<file path="src/design/cfcq_pkg.sv">
// Package for the cancellable frame callback queue.
// Holds the queue sizing constants, the request and result codes and the shared types.
// Has no dependencies. The top level and cfcq_ctrl import it; cfcq_ram does not.
`default_nettype none

package cfcq_pkg;

  // Queue sizing.
  localparam int QUEUE_DEPTH = 64;
  localparam int IDX_W       = $clog2(QUEUE_DEPTH);
  localparam int CNT_W       = $clog2(QUEUE_DEPTH + 1);
  localparam int DATA_W      = 32;

  // Input item kinds. Code 3 has no meaning and is ignored.
  typedef enum logic [1:0] {
    REQ_ALLOC  = 2'd0,
    REQ_CANCEL = 2'd1,
    REQ_TICK   = 2'd2
  } req_e;

  // Result item kinds.
  typedef enum logic [1:0] {
    KIND_GRANT = 2'd0,
    KIND_FULL  = 2'd1,
    KIND_FIRED = 2'd2
  } kind_e;

  // Sequencer states.
  typedef enum logic [1:0] {
    ST_IDLE,
    ST_ALLOC,
    ST_READ,
    ST_CHECK
  } state_e;

  // One queue slot as stored in the slot memory.
  typedef struct packed {
    logic              cancelled;
    logic [DATA_W-1:0] id;
    logic [DATA_W-1:0] handle;
  } entry_t;

  localparam int ENTRY_W = $bits(entry_t);

  // One result item on its way to the output register.
  typedef struct packed {
    kind_e             kind;
    logic [DATA_W-1:0] granted_id;
    logic [DATA_W-1:0] fired_handle;
    logic              last;
  } result_t;

  // Port from the sequencer to the slot memory.
  typedef struct packed {
    logic               we;
    logic [IDX_W-1:0]   waddr;
    entry_t             wdata;
    logic               re;
    logic [IDX_W-1:0]   raddr;
  } mem_req_t;

endpackage

`default_nettype wire

</file>
<file path="src/design/cfcq_ctrl.sv">
// Sequencer of the callback queue: takes items, walks the slot memory and builds results.
// Depends on cfcq_pkg. Drives the slot memory port and pushes results to the output register.
`default_nettype none

module cfcq_ctrl import cfcq_pkg::*; (
  input  wire logic              clk_i,
  input  wire logic              rst_ni,
  input  wire logic              in_valid_i,
  output logic                   in_ready_o,
  input  wire logic [1:0]        req_type_i,
  input  wire logic [DATA_W-1:0] handle_i,
  input  wire logic [DATA_W-1:0] target_id_i,
  output mem_req_t               mem_o,
  input  wire entry_t            rd_entry_i,
  input  wire logic              out_free_i,
  output logic                   push_o,
  output result_t                res_o
);

  state_e            state_q, state_d;
  logic [1:0]        op_q, op_d;
  logic [DATA_W-1:0] handle_q, handle_d;
  logic [DATA_W-1:0] target_q, target_d;
  logic [DATA_W-1:0] ticket_q, ticket_d;
  logic [IDX_W-1:0]  idx_q, idx_d;
  logic [CNT_W-1:0]  used_q, used_d;
  logic [CNT_W-1:0]  live_q, live_d;
  logic [CNT_W-1:0]  remain_q, remain_d;

  logic accept;
  logic id_hit;
  logic at_end;
  logic is_full;

  assign in_ready_o = (state_q == ST_IDLE);
  assign accept     = in_valid_i && in_ready_o;

  // Shared compare unit: ID match and end-of-queue test for the current slot.
  assign id_hit  = (rd_entry_i.id == target_q);
  assign at_end  = ((CNT_W'(idx_q) + CNT_W'(1)) == used_q);
  assign is_full = (used_q == CNT_W'(QUEUE_DEPTH));

  // Next state.
  always_comb begin
    state_d = state_q;
    unique case (state_q)
      ST_IDLE: begin
        if (accept) begin
          case (req_type_i)
            REQ_ALLOC:  state_d = ST_ALLOC;
            REQ_CANCEL: state_d = (used_q == '0) ? ST_IDLE : ST_READ;
            REQ_TICK:   state_d = (used_q == '0) ? ST_IDLE : ST_READ;
            default:    state_d = ST_IDLE;
          endcase
        end
      end
      ST_ALLOC: begin
        if (out_free_i) state_d = ST_IDLE;
      end
      ST_READ: state_d = ST_CHECK;
      ST_CHECK: begin
        if (op_q == REQ_CANCEL) begin
          state_d = (id_hit || at_end) ? ST_IDLE : ST_READ;
        end else if (!rd_entry_i.cancelled && !out_free_i) begin
          state_d = ST_CHECK;
        end else begin
          state_d = at_end ? ST_IDLE : ST_READ;
        end
      end
      default: state_d = ST_IDLE;
    endcase
  end

  // Datapath and outputs.
  always_comb begin
    op_d     = op_q;
    handle_d = handle_q;
    target_d = target_q;
    ticket_d = ticket_q;
    idx_d    = idx_q;
    used_d   = used_q;
    live_d   = live_q;
    remain_d = remain_q;

    mem_o    = '0;
    push_o   = 1'b0;
    res_o    = '0;

    unique case (state_q)
      ST_IDLE: begin
        // Latch the item and start any scan at the head of the queue.
        if (accept) begin
          op_d     = req_type_i;
          handle_d = handle_i;
          target_d = target_id_i;
          idx_d    = '0;
          remain_d = live_q;
        end
      end
      ST_ALLOC: begin
        // Grant a slot and an ID, or report a full queue.
        if (out_free_i) begin
          push_o = 1'b1;
          res_o.last = 1'b1;
          if (is_full) begin
            res_o.kind = KIND_FULL;
          end else begin
            res_o.kind       = KIND_GRANT;
            res_o.granted_id = ticket_q;
            mem_o.we               = 1'b1;
            mem_o.waddr            = used_q[IDX_W-1:0];
            mem_o.wdata.cancelled  = 1'b0;
            mem_o.wdata.id         = ticket_q;
            mem_o.wdata.handle     = handle_q;
            used_d   = used_q + CNT_W'(1);
            live_d   = live_q + CNT_W'(1);
            ticket_d = (ticket_q == '1) ? DATA_W'(1) : ticket_q + DATA_W'(1);
          end
        end
      end
      ST_READ: begin
        mem_o.re    = 1'b1;
        mem_o.raddr = idx_q;
      end
      ST_CHECK: begin
        if (op_q == REQ_CANCEL) begin
          // Mark the first matching slot; an already cancelled one stays as it is.
          if (id_hit) begin
            if (!rd_entry_i.cancelled) begin
              mem_o.we              = 1'b1;
              mem_o.waddr           = idx_q;
              mem_o.wdata           = rd_entry_i;
              mem_o.wdata.cancelled = 1'b1;
              live_d = live_q - CNT_W'(1);
            end
          end else if (!at_end) begin
            idx_d = idx_q + IDX_W'(1);
          end
        end else if (rd_entry_i.cancelled || out_free_i) begin
          // Fire a live slot, then move on; the queue empties after the last slot.
          if (!rd_entry_i.cancelled) begin
            push_o             = 1'b1;
            res_o.kind         = KIND_FIRED;
            res_o.fired_handle = rd_entry_i.handle;
            res_o.last         = (remain_q == CNT_W'(1));
            remain_d           = remain_q - CNT_W'(1);
          end
          if (at_end) begin
            used_d = '0;
            live_d = '0;
          end else begin
            idx_d = idx_q + IDX_W'(1);
          end
        end
      end
      default: ;
    endcase
  end

  // Control state.
  always_ff @(posedge clk_i or negedge rst_ni) begin
    if (!rst_ni) begin
      state_q  <= ST_IDLE;
      used_q   <= '0;
      live_q   <= '0;
      ticket_q <= DATA_W'(1);
    end else begin
      state_q  <= state_d;
      used_q   <= used_d;
      live_q   <= live_d;
      ticket_q <= ticket_d;
    end
  end

  // Item payload and scan position.
  always_ff @(posedge clk_i) begin
    op_q     <= op_d;
    handle_q <= handle_d;
    target_q <= target_d;
    idx_q    <= idx_d;
    remain_q <= remain_d;
  end

endmodule

`default_nettype wire
</file>
<file path="config.mk">
export PLATFORM = sky130hd
export DESIGN_NAME = cfcq_ctrl
export DESIGN_NICKNAME = d
export VERILOG_FILES = /design/src/design/cfcq_pkg.sv /design/src/design/cfcq_ctrl.sv
export SDC_FILE = /design/constraint.sdc
export NUM_CORES = 1
export LEC_CHECK = 0
export BUFFER_PORTS_ARGS = -buffer_cell sky130_fd_sc_hd__buf_2
export CAP_MARGIN = 20
export CORE_UTILIZATION = 45
export DETAILED_ROUTE_END_ITERATION = 6
export GPL_ROUTABILITY_DRIVEN = 0
export GPL_TIMING_DRIVEN = 0
export PLACE_DENSITY = 0.81
export SLEW_MARGIN = 20
export SYNTH_ARGS = -nofsm -noshare
export SYNTH_HDL_FRONTEND = slang
export SYNTH_SLANG_ARGS = --single-unit
</file>
<file path="constraint.sdc">
create_clock -name clk_i -period 11.92 [get_ports clk_i]
set_clock_uncertainty 0.05 [all_clocks]
set_input_delay 1.192 -clock clk_i [delete_from_list [all_inputs] [get_ports clk_i]]
set_output_delay 1.192 -clock clk_i [all_outputs]
set_load 0.02 [all_outputs]
</file>
After elaboration in Yosys (flattened, before gate mapping):

Index checks and enable logic that the tools add are counted.

* logic and storage cells: 117
* bits of input ports: 135
* bits in registers: 127
* output and inout bits: 148

* bitwise gates (word level): 1
* $add $sub $neg: 7
* mux-type cells: 58
* eq/ne operators: 23
* reduce and logical (&&, ||, !) cells: 19

Operators by type and width (number)
* two-way mux 72 bit: 5
* one-hot mux 72 bit (2 select lines): 1
* two-way mux 32 bit: 4
* two-way mux 7 bit: 15
* two-way mux 33 bit: 3
* one-hot mux 7 bit (2 select lines): 3
* two-way mux 34 bit: 1
* adder 32 x 1 -> 32 bit (second input constant): 1
* == test 32 bit: 1
* == test 32 bit (second input constant): 1
* two-way mux 6 bit: 5
* two-way mux 2 bit: 10
* != test 3 bit (second input constant): 5
* adder 7 x 1 -> 7 bit (second input constant): 2
* subtractor 7 x 1 -> 7 bit (second input constant): 2
* != test 2 bit (second input constant): 6
* one-hot mux 6 bit (2 select lines): 1
* one-hot mux 2 bit (2 select lines): 2
* one-hot mux 2 bit (4 select lines): 1
* adder 6 x 1 -> 7 bit (second input constant): 1
* == test 7 x 1 -> 1 bit (second input constant): 1
* == test 7 bit: 1
* == test 7 bit (second input constant): 1
* logical NOT 7 bit: 1
* other kinds (19): 34

Depth between registers and ports, before layout:

* depth after elaboration: 6
* depth in mapped cells: 10
* gate-level depth less buffers: 8

Least setup slack after synthesis:

No wires, ideal clock.

* path type: in2reg
* from: input port in_valid_i
* to: register idx_q[0], enable pin
* setup time: 0.373 ns
* data arrival time: 6.648 ns
* cell stages on the path: 3
* path slack: 4.850 ns
* data required time: 11.497 ns
* path buffers: 0
* cell sequence: nor3b_1 > a21oi_1 > a21oi_1

* longest elaborated chain between the ends: 3

RTL lines
* start, declared: line cfcq_ctrl.sv:8 `input wire logic in_valid_i,`
* logical AND 1 bit: line cfcq_ctrl.sv:36 `assign accept = in_valid_i && in_ready_o;`
* != test 2 x 1 -> 1 bit (no source line)
* AND reduction 4 bit (no source line)
* end signal, assigned: line cfcq_ctrl.sv:180 `idx_q <= idx_d;`
* end, declared: line cfcq_ctrl.sv:25 `logic [IDX_W-1:0] idx_q, idx_d;`

No other way between the ends.
A chain may end at the register's enable or synchronous reset.

==> results.yml <==
power:
  power_switching_uw: 559
  ir_drop_v: 0.0000997
  p_int_mw: 1.07
  switching_share_pct: 34.2
  p_clk_share_pct: 32.2
  seqPwrFrac_pct: 36.9
  p_leak_nw: 4.67
  comb_power_share_pct: 30.9
  power_density_nw_per_um2: 172
  p_total_mw: 1.63
global_route:
  grt_pass1_vias: 6311
  grt_pass1_wl_um: 33800
  use_met3_pct: 4.67
  gr-usage-met2_pct: 46.9
  grt_max_degree: 49
  grt_usage_pct: 27.6
  antenna_found_initial: 4
  grt_busiest_layer: "met2"
  use_met1_pct: 33.9
  grt_overflow: 0
routing:
  drt-total-wl_um: 22600
  drc: 0
  wl_per_cell_um: 18.6
  vias: 6652
  drt_iter0_markers: 434
  viasPerCell: 5.48
  antenna_left: 0
  first_pass_iters: 5
yosys:
  netlist_area_um2: 7140
  synth_edf_count: 79
  yosysWarnings: 0
  ys_async_sr_fraction_pct: 37.8
  synth_seq_cells: 127
  syn_area_per_cell_um2: 10.5
  syn-num-nets: 822
  synth.area.top_cells: "edfxtp_1 (33%), dfrtp_1 (16%), and2_1 (6.1%), xnor2_1 (5.8%), a22o_1 (4.2%)"
  postSynthCellCount: 678
  synth_most_common_cell: "edfxtp_1"
  synth_commonest_cells: "edfxtp_1 (79), and2_1 (70), dfrtp_1 (47), nor2_1 (47), xnor2_1 (47)"
  synth_top_area_share_pct: 33.2
  synthFlopType: "edfxtp_1"
  yosysUniqueCellTypes: 64
  yosys.area.top_type: "edfxtp_1"
  ys_seq_area_share_pct: 50.1
placed_design:
  port_buffers: 281
  hpwl_um: 17200
  dp.cells: 1177
  dpl_worst_slack_ps: 6600
setup_path:
  critPathMaxFanout: 10
  path_cells: "buf_2 > xnor2_1 > nand4_1 > nor4_2 > and4_1 > buf_2 > clkbuf_1 > nand2_1 > o21ai_0 > buf_2"
  crit_top_cell: "buf_2"
  critPathMaxStageDelay_ps: 690
  endpoint_kind: "output pin"
  r2r_slack_ps: 9140
  cp.required_ps: 10680
  critical_path_class: "in -> out"
  crit_arrival_ps: 3900
  critPathLaunchType: "input pin"
  cp_slowest_cell: "nor4_2"
floorplan:
  die_w_um: 128
  core-area_um2: 15400
  pin_count: 283
  die-height_um: 128
  die_area_um2: 16400
  rows: 45
  initial_core_util_pct: 46.5
timing:
  final_hold_viol_count: 0
  slew_headroom_pct: 43.0
  min_period_ps: 5140
  slew_violations: 0
  setup_viol: 0
  worst_pin_slew_ps: 855
  setup_slack_ps: 6780
  final.setup.tns_ps: 0
  fmax_ghz: 0.194
  grt_setup_unrepaired: "no"
  whs_ps: 440
  fin_crit_sh_pct: 43.1
clock_tree:
  cts_tree: "yes"
  cts_buffers: 17
  cts.sinks: 127
  cts_root_buffer: "clkbuf_16"
  cts.htree.levels: 4
  post_cts_buffers: 0
  clockBufferDepth: 2
  ctsResizeCount: 0
  insertion_delay_ps: 420
  cts.clk_slew.worst_paths_ps: 60
  cts_hold_buf: 0
worst_hold_path:
  hold_class: "reg -> reg"
flow_run:
  cap_violations: 0
cells_and_area:
  fin_cells: 1213
  area_growth_pct: 32.9
  fin_nets: 1129
  final_layout_size_suffix_gt1_share_pct: 34.9
run_status:
  status: "finished, final reports clean"
[sequential cells by signal, indices dropped and copies added (netlist names), 6 cells and up]
register / count
handle_q: 32
idx_q: 6
live_q: 7
remain_q: 7
target_q: 32
ticket_q: 32
used_q: 7
[final timing paths]
kind,startpoint,to,cells after the start
max,rd_entry_i[38],mem_o[72],10
max reg2reg,target_q[30],live_q[0],7
min reg2reg,ticket_q[12],ticket_q[12],1
min in group asynchronous,rst_ni,ticket_q[22],1
max in group asynchronous,rst_ni,used_q[2],1
min,ticket_q[12],ticket_q[12],1
[cell families after synthesis]
family	share of synthesized area, %
fa+ha+maj	1.58
buf+inv	3.77
mux	0.578
simple gates	19.8
compound gates	15.3
xor+xnor	8.95
flops	50.1
[layout by cell type, fill, tap and decap left out, types with 3 or more instances in the layout]
master,instances
dfrtp_1,47
o21ai_0,25
edfxtp_1,79
clkinv_4,4
and3_1,11
nand3_1,18
nor4_1,3
ha_1,9
nor3_1,10
nand4_1,19
and2_1,70
buf_6,5
xnor2_1,47
nor3b_1,4
mux2i_1,3
clkbuf_16,17
buf_2,290
a21o_1,32
nand2b_1,3
a22o_1,34
nand2_1,44
clkinvlp_4,3
o21a_1,5
and4_1,6
nand3b_1,4
nor2_1,47
xor2_1,26
inv_1,14
bufinv_16,3
buf_4,6
a21oi_1,26
clkinv_2,4
clkbuf_1,28
diode_2,4
[power groups by stage]
stage               clock, mW  sequential (mW)  combinational [mW]
floorplan                   0            0.596               0.354
finish                  0.525            0.603               0.505
global placement            0            0.613               0.482
detailed placement          0            0.610               0.500
CTS                     0.529            0.602               0.502
global route            0.548            0.611               0.554
[metal layers]
metal  part of all wire, %  vias up  routed length [um]
met3                   5.4       47                1210
met5                     0        -                   0
li1                      -     3077                   -
met4                   3.5        0                 801
met1                    41     3229                9160
met2                    51      299               11400
[layout make-up]
class | instances | area, um2
buffer | 43 | 216
sequential | 127 | 3570
tap | 211 | 264
clock buffer | 17 | 425
inverter | 14 | 52.6
fill | 1291 | 5880
timing repair buffer | 288 | 1470
multi-input combinational | 494 | 3310
antenna | 4 | 10.0
clock inverter | 15 | 171
[per-stage QoR]
| stage | instance area [um2] | utilization (%) |
|---|---|---|
| after CTS | 9470 | 61.6 |
| after global placement | 8810 | 57.3 |
| final | 9490 | 61.8 |
| after detailed placement | 8880 | 57.8 |
| after global routing | 9490 | 61.8 |
| after floorplan | 7140 | - |
[critical path, delay by kind of cell]
| family | cells | cell delay (ps) |
|---|---|---|
| compound gates | 1 | 100 |
| buf+inv | 4 | 1150 |
| simple gates | 4 | 1310 |
| xor+xnor | 1 | 140 |
(Power assumes the default switching activity.)
